$ cat src/sv/mrpt_pkg.sv
`timescale 1ns / 1ps
// Shared types, constants and modular helpers for the primality tester.
// No dependencies.
package mrpt_pkg;

  localparam int NUM_WIDTH   = 64;
  localparam int BIT_W       = $clog2(NUM_WIDTH);
  localparam int TRIAL_COUNT = 46;
  localparam int BASE_COUNT  = 7;
  localparam int PIDX_W      = $clog2(TRIAL_COUNT);
  localparam int WIDX_W      = $clog2(BASE_COUNT);

  localparam logic [7:0] TRIAL_PRIMES [TRIAL_COUNT] = '{
    8'd2, 8'd3, 8'd5, 8'd7, 8'd11, 8'd13, 8'd17, 8'd19, 8'd23, 8'd29, 8'd31, 8'd37,
    8'd41, 8'd43, 8'd47, 8'd53, 8'd59, 8'd61, 8'd67, 8'd71, 8'd73, 8'd79, 8'd83,
    8'd89, 8'd97, 8'd101, 8'd103, 8'd107, 8'd109, 8'd113, 8'd127, 8'd131, 8'd137,
    8'd139, 8'd149, 8'd151, 8'd157, 8'd163, 8'd167, 8'd173, 8'd179, 8'd181, 8'd191,
    8'd193, 8'd197, 8'd199
  };

  localparam logic [7:0] WITNESS_BASES [BASE_COUNT] = '{
    8'd2, 8'd3, 8'd5, 8'd7, 8'd11, 8'd13, 8'd17
  };

  typedef enum logic [4:0] {
    OP_NONE,
    OP_LOAD,
    OP_TRIAL_INIT,
    OP_TRIAL_STEP,
    OP_NEXT_PRIME,
    OP_SPLIT_INIT,
    OP_SPLIT_STEP,
    OP_POW_INIT,
    OP_POW_SHIFT,
    OP_MUL_XB,
    OP_MUL_BB,
    OP_MUL_XX,
    OP_MUL_DBL,
    OP_MUL_DBL_DEC,
    OP_MUL_ADD,
    OP_MUL_ADD_DEC,
    OP_WR_X,
    OP_WR_B,
    OP_R_INC,
    OP_NEXT_BASE
  } dp_op_t;

  typedef struct packed {
    logic n_lt2;
    logic rem_zero;
    logic n_eq_p;
    logic prime_last;
    logic base_last;
    logic bcnt_zero;
    logic d_odd;
    logic e_zero;
    logic e_odd;
    logic my_bit;
    logic x_one;
    logic x_nm1;
    logic r_lt_s;
  } dp_status_t;

  // (x + y) mod m for x, y < m
  function automatic logic [NUM_WIDTH-1:0] mod_add(input logic [NUM_WIDTH-1:0] x,
                                                   input logic [NUM_WIDTH-1:0] y,
                                                   input logic [NUM_WIDTH-1:0] m);
    logic [NUM_WIDTH-1:0] gap;
    gap = m - y;
    return (x >= gap) ? (x - gap) : (x + y);
  endfunction

endpackage

$ cat src/sv/mrpt_ctrl.sv
`timescale 1ns / 1ps
// Controller: sequences trial division and Miller-Rabin rounds, holds the result register.
// Uses mrpt_pkg; commands mrpt_dp.
module mrpt_ctrl (
  input  logic                  clk,
  input  logic                  rst,
  input  logic                  cand_valid,
  output logic                  cand_stall,
  output logic                  flag_valid,
  input  logic                  flag_stall,
  output logic                  prime_flag,
  output mrpt_pkg::dp_op_t      op,
  input  mrpt_pkg::dp_status_t  status
);

  typedef enum logic [3:0] {
    S_IDLE, S_CHECK, S_TINIT, S_TSTEP, S_TEVAL, S_SPLIT, S_PINIT, S_PLOOP,
    S_PSQ, S_PSHIFT, S_PCHECK, S_RLOOP, S_RCHK, S_MDBL, S_MADD, S_MWR
  } state_t;

  state_t state, state_next, ret, ret_next;
  logic   dest_b, dest_b_next;
  logic   result, result_next;
  logic   done_next;
  // a finished verdict waits here while the output register is still full
  logic   held;
  logic   done_pending;

  assign done_pending = held;
  assign cand_stall   = (state != S_IDLE) || done_pending;

  always_comb begin
    state_next  = state;
    ret_next    = ret;
    dest_b_next = dest_b;
    result_next = result;
    done_next   = 1'b0;
    op          = mrpt_pkg::OP_NONE;
    unique case (state)
      S_IDLE: begin
        if (cand_valid && !done_pending) begin
          op         = mrpt_pkg::OP_LOAD;
          state_next = S_CHECK;
        end
      end
      S_CHECK: begin
        if (status.n_lt2) begin
          result_next = 1'b0;
          done_next   = 1'b1;
          state_next  = S_IDLE;
        end else begin
          state_next = S_TINIT;
        end
      end
      S_TINIT: begin
        op         = mrpt_pkg::OP_TRIAL_INIT;
        state_next = S_TSTEP;
      end
      S_TSTEP: begin
        op = mrpt_pkg::OP_TRIAL_STEP;
        if (status.bcnt_zero) state_next = S_TEVAL;
      end
      S_TEVAL: begin
        if (status.rem_zero) begin
          result_next = status.n_eq_p;
          done_next   = 1'b1;
          state_next  = S_IDLE;
        end else if (status.prime_last) begin
          op         = mrpt_pkg::OP_SPLIT_INIT;
          state_next = S_SPLIT;
        end else begin
          op         = mrpt_pkg::OP_NEXT_PRIME;
          state_next = S_TINIT;
        end
      end
      S_SPLIT: begin
        if (status.d_odd) state_next = S_PINIT;
        else op = mrpt_pkg::OP_SPLIT_STEP;
      end
      S_PINIT: begin
        op         = mrpt_pkg::OP_POW_INIT;
        state_next = S_PLOOP;
      end
      S_PLOOP: begin
        if (status.e_zero) begin
          state_next = S_PCHECK;
        end else if (status.e_odd) begin
          op          = mrpt_pkg::OP_MUL_XB;
          dest_b_next = 1'b0;
          ret_next    = S_PSQ;
          state_next  = S_MDBL;
        end else begin
          state_next = S_PSQ;
        end
      end
      S_PSQ: begin
        op          = mrpt_pkg::OP_MUL_BB;
        dest_b_next = 1'b1;
        ret_next    = S_PSHIFT;
        state_next  = S_MDBL;
      end
      S_PSHIFT: begin
        op         = mrpt_pkg::OP_POW_SHIFT;
        state_next = S_PLOOP;
      end
      S_PCHECK, S_RCHK: begin
        if (status.x_nm1 || (state == S_PCHECK && status.x_one)) begin
          if (status.base_last) begin
            result_next = 1'b1;
            done_next   = 1'b1;
            state_next  = S_IDLE;
          end else begin
            op         = mrpt_pkg::OP_NEXT_BASE;
            state_next = S_PINIT;
          end
        end else begin
          if (state == S_RCHK) op = mrpt_pkg::OP_R_INC;
          state_next = S_RLOOP;
        end
      end
      S_RLOOP: begin
        if (!status.r_lt_s) begin
          result_next = 1'b0;
          done_next   = 1'b1;
          state_next  = S_IDLE;
        end else begin
          op          = mrpt_pkg::OP_MUL_XX;
          dest_b_next = 1'b0;
          ret_next    = S_RCHK;
          state_next  = S_MDBL;
        end
      end
      S_MDBL: begin
        if (status.my_bit) begin
          op         = mrpt_pkg::OP_MUL_DBL;
          state_next = S_MADD;
        end else if (status.bcnt_zero) begin
          op         = mrpt_pkg::OP_MUL_DBL;
          state_next = S_MWR;
        end else begin
          op = mrpt_pkg::OP_MUL_DBL_DEC;
        end
      end
      S_MADD: begin
        if (status.bcnt_zero) begin
          op         = mrpt_pkg::OP_MUL_ADD;
          state_next = S_MWR;
        end else begin
          op         = mrpt_pkg::OP_MUL_ADD_DEC;
          state_next = S_MDBL;
        end
      end
      S_MWR: begin
        op         = dest_b ? mrpt_pkg::OP_WR_B : mrpt_pkg::OP_WR_X;
        state_next = ret;
      end
      default: state_next = S_IDLE;
    endcase
  end

  always_ff @(posedge clk) begin
    if (rst) begin
      state      <= S_IDLE;
      ret        <= S_IDLE;
      dest_b     <= 1'b0;
      result     <= 1'b0;
      held       <= 1'b0;
      flag_valid <= 1'b0;
      prime_flag <= 1'b0;
    end else begin
      state  <= state_next;
      ret    <= ret_next;
      dest_b <= dest_b_next;
      result <= result_next;
      if (done_next || held) begin
        if (!flag_valid || !flag_stall) begin
          flag_valid <= 1'b1;
          prime_flag <= result_next;
          held       <= 1'b0;
        end else begin
          held <= 1'b1;
        end
      end else if (flag_valid && !flag_stall) begin
        flag_valid <= 1'b0;
      end
    end
  end

`ifndef SYNTHESIS
  a_accept_load: assert property (@(posedge clk) disable iff (rst)
    (cand_valid && !cand_stall) |=> state == S_CHECK)
    else $error("accepted item did not start a test");
  a_mul_full: assert property (@(posedge clk) disable iff (rst)
    state == S_MWR |-> status.bcnt_zero)
    else $error("multiply written back before its last bit");
  a_held_idle: assert property (@(posedge clk) disable iff (rst)
    held |-> state == S_IDLE && flag_valid)
    else $error("held verdict outside idle");
  a_no_overwrite: assert property (@(posedge clk) disable iff (rst)
    (flag_valid && flag_stall) |=> flag_valid)
    else $error("pending result dropped");
`endif

endmodule

$ cat config.mk
export PLATFORM = sky130hd
export DESIGN_NAME = mrpt_ctrl
export DESIGN_NICKNAME = d
export VERILOG_FILES = /design/src/sv/mrpt_pkg.sv /design/src/sv/mrpt_ctrl.sv
export SDC_FILE = /design/constraint.sdc
export NUM_CORES = 1
export LEC_CHECK = 0
export BUFFER_PORTS_ARGS = -buffer_cell sky130_fd_sc_hd__buf_2
export CAP_MARGIN = 20
export CORE_UTILIZATION = 45
export DETAILED_ROUTE_END_ITERATION = 6
export PLACE_DENSITY = 0.74
export SETUP_SLACK_MARGIN = 0.1
export SKIP_LAST_GASP = 1
export SLEW_MARGIN = 5
export SYNTH_ARGS = -nofsm -noshare
export SYNTH_HDL_FRONTEND = slang
export SYNTH_SLANG_ARGS = --single-unit
export TNS_END_PERCENT = 1
$ cat constraint.sdc
create_clock -name clk -period 3.7 [get_ports clk]
set_clock_uncertainty 0.1 [all_clocks]
set_input_delay 0.37 -clock clk [delete_from_list [all_inputs] [get_ports clk]]
set_output_delay 0.37 -clock clk [all_outputs]
set_load 0.02 [all_outputs]
# Yosys cells after proc, flatten, opt, wreduce, memory -nomap -nowiden
# Index checks and enable logic that the tools add are counted.
[totals] reg_bits=13 output_inout_bits=8 in_bits=17 word_cells=104
[op_classes] reduce_logical=20 n_eq_ne=23 n_mux=54
[ops] cell="$pmux 5 s14" count=1
[ops] cell="$pmux 4 s14" count=1
[ops] cell="$mux 4" count=13
[ops] cell="$eq 4x4->1 const B" count=8
[ops] cell="$mux 1" count=23
[ops] cell="$mux 3" count=7
[ops] cell="$eq 4x3->1 const B" count=4
[ops] cell="$mux 5" count=3
[ops] cell="$ne 2x2->1 const B" count=6
[ops] cell="$pmux 4 s3" count=1
[ops] cell="$eq 4x2->1 const B" count=2
[ops] cell="$pmux 1 s4" count=2
[ops] cell="$reduce_and 4->1" count=2
[ops] cell="$eq 4x1->1 const B" count=1
[ops] cell="$logic_not 4->1" count=1
[ops] cell="$logic_or 1x1->1" count=4
[ops] cell="$mux 2" count=2
[ops] cell="$reduce_and 2->1" count=2
[ops] cell="$reduce_bool 4->1" count=1
[ops] cell="$reduce_or 2->1" count=2
[ops] cell="$logic_and 1x1->1" count=3
[ops] cell="$logic_not 1->1" count=3
[ops] cell="$ne 3x3->1 const B" count=1
[ops] cell="$pmux 1 s3" count=1
[ops] cell="3 further kinds" count=3

# Logic depth before layout (Yosys ltp)
# Gate-level depths: netlist (run 1).
[logic_depth] ltp_word=8 depth_mapped=7 mapped_depth_nobuf=5

# Worst setup path after synthesis (run 1)
# Ideal clock, no wire load.
[synth_timing] path_kind="register -> output" start="register state[2]" end="output port op[1]" t_arrival_ps=1619 slack_ps=1611 stages_incl_launch_ff=7 required_ps=3230 cell_sequence="dfxtp_1 -> buf_2 -> nand2b_1 -> o41a_1 -> nor2_1 -> a41oi_1 -> o21ai_0"
[synth_via] elab_chain_cells=5 elab_cells_between_ends=21
[synth_lines] item="start, declared" line="mrpt_ctrl.sv:21" text="state_t state, state_next, ret, ret_next;"
[synth_lines] item="start signal, assigned" line="mrpt_ctrl.sv:171" text="state <= state_next;"
[synth_lines] item="$eq 4x4->1" line="mrpt_ctrl.sv:39, mrpt_ctrl.sv:107"
[synth_lines] item="$logic_and 1x1->1" line="mrpt_ctrl.sv:107" text="if (status.x_nm1 || (state == S_PCHECK && status.x_one)) begin"
[synth_lines] item="$logic_or 1x1->1" line="mrpt_ctrl.sv:107"
[synth_lines] item="$mux 5" line="mrpt_ctrl.sv:107"
[synth_lines] item="$pmux 5 s14 (*)" line="mrpt_ctrl.sv:39" text="unique case (state)"
[synth_lines] item="end, declared" line="mrpt_ctrl.sv:12" text="output mrpt_pkg::dp_op_t op,"
# Mark *: on every way between the ends. The rest lies on a longest branch, timed or not.

# Worst setup path after layout (run 1)
[layout_timing] start="register state[3]" end="output port op[4]"
# Same word-level chain as after synthesis.

==> flow_summary.json, run 1 <==
{
  "status": "complete, no violations",
  "synthMuxAreaShare": 0,
  "grtUsageMet2": 0.408,
  "synthAdderAreaFrac": 0,
  "whs_path_depth": 3,
  "fin_crit_ns": 2.91,
  "htreeDepth": 1,
  "grt_pass1_wl_mm": 5.22,
  "clock.fmax_mhz": 343,
  "vias": 1233,
  "cap_violations": 0,
  "syn_avg_cell_area_um2": 6.85,
  "ys.flop_type": "dfxtp_1",
  "viasPerCell": 6.04,
  "rr_startpoint": "state[3]$_SDFFE_PP0P_",
  "clockBufferDepth": 2,
  "hold_viol_final": 0,
  "synth_area_um2": 1090,
  "synthXorXnorAreaFrac": 0.0161,
  "min_period_over_period": 0.788,
  "hold_slack_ns": 0.313,
  "ctsHoldBuffers": 0,
  "dr.pass1.iters": 4,
  "synthArstFlopShare": 0,
  "ctsResizeCount": 0,
  "routed_wl_mm": 3.03,
  "setup_violations": 0,
  "rsz0062_at_grt": "false",
  "cts_setup_buffers": 0,
  "clock_latency_ns": 0.27,
  "critical_path_class": "flip-flop to output pin",
  "ys_ff_latch": 12,
  "synth_fp_nets": 176,
  "io_pins": 25,
  "crit_fanout": 30,
  "yosysWarnings": 0,
  "grt_pass1_vias": 1107,
  "r2r_end": "prime_flag$_SDFFE_PP0P_",
  "maxSlewViolCount": 0,
  "synth_edf_count": 0,
  "place_hpwl_mm": 2.21,
  "synth_compound_area_frac": 0.366,
  "worstMarginPinSlew_ns": 0.915,
  "syn_inst": 159,
  "die_w_um": 51.2,
  "syn2layout_area_growth_pct": 13.3,
  "grt_util_met3": 0.0387,
  "p_leak_uw": 0.000525,
  "post_layout_nonfiller_instances": 204,
  "relSlewSlack": 0.389,
  "finalSetupTns_ns": 0,
  "synth-seq-area-share": 0.220,
  "root_buffer": "clkbuf_4",
  "irDropWorstVdd_mv": 0.269,
  "final_antenna_net_count": 0,
  "post-place-cells": 200,
  "n_antenna_cell": 0,
  "p_total_uw": 311,
  "nets": 194,
  "cts_buffers": 3,
  "wl_per_cell_um": 14.9,
  "cts_tree": "built",
  "cp.required_ns": 3.23,
  "top_usage_layer": "met2",
  "min_to": "done_pending$_SDFFE_PP0P_",
  "hp-start": "flag_stall",
  "die_y_um": 51.2,
  "start_kind": "flip-flop",
  "port-buffer-count": 24,
  "p_per_area_nw_per_um2": 252,
  "rr_worst_depth": 5,
  "start_util": 0.483,
  "critical_path.startpoint": "state[3]$_SDFFE_PP0P_",
  "worst-r2r-setup-slack_ns": 1.24,
  "globalRouteMet1Util": 0.365,
  "core-area_um2": 2250,
  "dieArea_um2": 2620,
  "min_path_type": "input port to flip-flop",
  "drc_errors": 0,
  "grt_max_degree": 31,
  "antenna_found_initial": 0,
  "track_usage": 0.262,
  "clkTransAtPathRegs_ns": 0.07,
  "synth_top_family_by_area": "compound AO/OA/AOI/OAI gates",
  "drive_above_1_share": 0.199,
  "synth-simple-area-share": 0.317,
  "cts.sinks": 12,
  "crit_arrival_ns": 2.44,
  "rows": 17,
  "worstSetupEndpointType": "output pin",
  "synth.distinct_cells": 47,
  "grt_overflow": 0,
  "dr.first_iter.drc_count": 59,
  "gp_congestion": 0.957
}
[state kept, by name, summed over array words and instances, names as in the netlist]
signal        cells
flag_valid        1
state             4
dest_b            1
prime_flag        1
ret               3
done_pending      1
result            1
[synthesized netlist by cell type (2+ instances only)]
cell	instances	share of area
buf_2	10	0.046
inv_1	6	0.021
nand3_1	2	0.0092
and3_1	3	0.017
or3_1	3	0.017
nand2_1	12	0.041
a31oi_1	2	0.011
nor2_1	17	0.059
a21o_1	3	0.021
a21oi_1	20	0.092
a21boi_0	2	0.014
nor3b_1	2	0.014
o31ai_1	3	0.021
nor3_1	7	0.032
a32oi_1	2	0.016
nand2b_1	6	0.034
o21ai_0	11	0.051
nor2b_1	4	0.023
a221oi_1	3	0.024
xor2_1	2	0.016
dfxtp_1	12	0.22
buf_1	2	0.0069
[logic make-up after synthesis]
logic type / after synthesis
flops: 12
xor+xnor: 2
compound gates: 60
buf+inv: 20
simple gates: 65
[worst max path at each step]
| stage | cells past startpoint | end | slack (ns) |
|---|---|---|---|
| after detailed placement | 6 | op[4] | 1.11 |
| final | 6 | op[4] | 0.79 |
| after global routing | 6 | op[1] | 0.58 |
| after CTS | 6 | op[4] | 0.81 |
| after floorplan | 6 | op[1] | 1.61 |
| after global placement | 6 | op[4] | 1.17 |
[metrics by stage]
step                setup WS [ns]  utilization  cell area (um2)
CTS                         0.810        0.548             1230
finish                      0.785        0.548             1230
global placement             1.17        0.532             1200
global route                0.583        0.548             1230
floorplan                    1.61            -             1090
detailed placement           1.11        0.532             1200
[worst max-delay path, cell delays in order, from the launching register on]
cell	delay [ns]
dfxtp_1	0.93
nand2b_1	0.23
o41a_1	0.41
nor2_1	0.15
a221o_1	0.16
and3_1	0.14
buf_2	0.16
[power by group]
group | switching [uW] | leakage, uW | internal [uW]
logic | 40.2 | 0.000407 | 28.3
clock network | 43.5 | 0.0000210 | 59.8
registers | 6.50 | 0.0000972 | 132
total | 90.2 | 0.000525 | 221
[layout by cell type, fill, tap and decap left out, types with 4 or more instances in the layout]
| master | Yosys | routed |
|---|---|---|
| nor2b_1 | 4 | 4 |
| nand2_1 | 12 | 12 |
| nand2b_1 | 6 | 6 |
| nor2_1 | 17 | 17 |
| a21oi_1 | 20 | 20 |
| dfxtp_1 | 12 | 12 |
| nor3_1 | 7 | 7 |
| buf_2 | 10 | 24 |
| o21ai_0 | 11 | 11 |
| inv_1 | 6 | 6 |
[final cells by class]
type                    count  area, um2
fillers                   243       1020
multi-input cells         127        762
flip-flops and latches     12        240
repair buffers             26        135
clock buffers               4       36.3
well taps                  28       35.0
inverters                   7       26.3
[layer usage]
metal	vias up	part of all wire	wire length (um)
met1	554	0.44	1350
met3	10	0.066	200
met5	-	0	0
met2	50	0.46	1400
met4	0	0.028	86
li1	619	-	-
Power figures use the tool's default switching activity.
==> inputs of run 2 (changes only) <==
- clock period: 3.7 -> 2.8 ns (I/O delays scaled with it)
==> flow_summary.json, run 2 (synthesized netlist as in run 1, its figures left out) <==
{
  "worstMarginPinSlew_ns": 0.512,
  "min_to": "done_pending$_SDFFE_PP0P_",
  "worst-r2r-setup-slack_ns": 0.74,
  "crit_chain": "buf_4 > nor4b_2 > nand3b_1 > nand2_1 > a211oi_1 > o2111ai_1 > buf_2",
  "viasPerCell": 6.21,
  "rr_worst_depth": 6,
  "gp_congestion": 0.932,
  "cts.sinks": 12,
  "setup_violations": 0,
  "hold_slack_ns": 0.198,
  "post-place-cells": 202,
  "p_per_area_nw_per_um2": 337,
  "rows": 17,
  "track_usage": 0.257,
  "finalSetupTns_ns": 0,
  "cts_buffers": 3,
  "drive_above_1_share": 0.208,
  "port-buffer-count": 24,
  "syn2layout_area_growth_pct": 14.7,
  "io_pins": 25,
  "crit_fanout": 18,
  "largest_reg_flops": 4,
  "grt_pass1_wl_mm": 5.11,
  "place_hpwl_mm": 2.22,
  "p_leak_uw": 0.000536,
  "cp_top_family": "simple AND/OR/NAND/NOR gates",
  "maxSlewViolCount": 0,
  "mostFrequentLayoutCell": "buf_2",
  "regMostFlops": "state",
  "clockBufferDepth": 2,
  "dr.first_iter.drc_count": 57,
  "clkTransAtPathRegs_ns": 0.09,
  "final_antenna_net_count": 0,
  "drc_errors": 0,
  "start_kind": "flip-flop",
  "dr.pass1.iters": 4,
  "antenna_found_initial": 0,
  "whs_path_depth": 3,
  "ctsResizeCount": 0,
  "min_path_type": "input port to flip-flop",
  "clock_latency_ns": 0.29,
  "cp_num_cells": 7,
  "hold_viol_final": 0,
  "root_buffer": "clkbuf_4",
  "rsz0062_at_grt": "false",
  "ctsHoldBuffers": 0,
  "hp-start": "flag_stall",
  "relSlewSlack": 0.658,
  "n_antenna_cell": 0,
  "rr_startpoint": "state[2]$_SDFFE_PP0P_",
  "critical_path_class": "flip-flop to output pin",
  "cts_setup_buffers": 0,
  "die_w_um": 51.2,
  "r2r_end": "prime_flag$_SDFFE_PP0P_",
  "cts_tree": "built",
  "crit_slowest_cell": "dfxtp_1",
  "irDropWorstVdd_mv": 0.270,
  "min_period_over_period": 0.867,
  "layout_common_cells": "24 x buf_2, 20 x a21oi_1, 17 x nor2_1",
  "die_y_um": 51.2,
  "post_dp_cell_area_um2": 1210,
  "worst-path-buf-inv": 2,
  "worstSetupEndpointType": "output pin",
  "nets": 196,
  "cap_violations": 0,
  "post_layout_nonfiller_instances": 206,
  "grt_overflow": 0,
  "clock.fmax_mhz": 412,
  "post-route-cell-area_um2": 1250,
  "reg_top3": "state: 4 flops, ret: 3 flops",
  "grt_max_degree": 31,
  "dieArea_um2": 2620,
  "cp.required_ns": 2.42,
  "multi_input_area_um2": 762,
  "status": "complete, no violations",
  "htreeDepth": 1,
  "fin_crit_ns": 2.43,
  "start_util": 0.483,
  "crit_arrival_ns": 2.05,
  "fillers": 231,
  "cp_slowest_stage_delay_ns": 0.51,
  "grt_pass1_vias": 1105,
  "register_area_um2": 240,
  "vias": 1279,
  "routed_wl_mm": 3.08,
  "core-area_um2": 2250,
  "wl_per_cell_um": 15.0
}
-- run 2: cell types whose count changed in the layout (fill, tap and decap cells not counted), sizes merged --
cell	delta
buf	+2
-- run 2: power by group --
group | total (uW) | switching [uW] | internal, uW
Sequential | 182 | 6.93 | 175
Combinational | 91.6 | 54.1 | 37.5
Clock | 147 | 68.2 | 79.2
Total | 421 | 129 | 292
-- run 2: worst max path at each step --
stage | start | to | slack (ns)
final | state[2]$_SDFFE_PP0P_ | op[0] | 0.37
after global routing | state[3]$_SDFFE_PP0P_ | op[0] | 0.18
after CTS | state[3]$_SDFFE_PP0P_ | op[4] | 0.40
after detailed placement | state[2]$_SDFFE_PP0P_ | op[0] | 0.72
after global placement | state[2]$_SDFFE_PP0P_ | op[0] | 0.73
after floorplan | state[2]$_SDFFE_PP0P_ | op[1] | 0.80
-- run 2: area by class of cell --
| type | count | share of cell area |
|---|---|---|
| Timing Repair Buffer | 28 | 0.120 |
| Inverter | 7 | 0.0210 |
| Sequential cell | 12 | 0.192 |
| Tap cell | 28 | 0.0280 |
| Clock buffer | 4 | 0.0290 |
| Multi-Input combinational cell | 127 | 0.610 |
-- run 2: tightest hold or removal path, stage by stage --
cell and delay [ns]:
buf_2 0.09, nand2_1 0.11, nor3_1 0.05
-- run 2: stage by stage --
stage	total power, uW	setup WS, ns	util
2_1_floorplan	244	0.801	-
3_3_place_gp	274	0.732	0.538
3_5_place_dp	276	0.718	0.538
4_1_cts	420	0.399	0.554
5_1_grt	441	0.178	0.554
6_report	421	0.373	0.554
-- run 2: layer usage --
layer	vias up	GRT usage	share of wire
li1	626	-	-
met1	582	0.357	0.45
met2	66	0.412	0.46
met3	5	0.0357	0.076
met4	0	0.0721	0.0094
met5	-	0	0
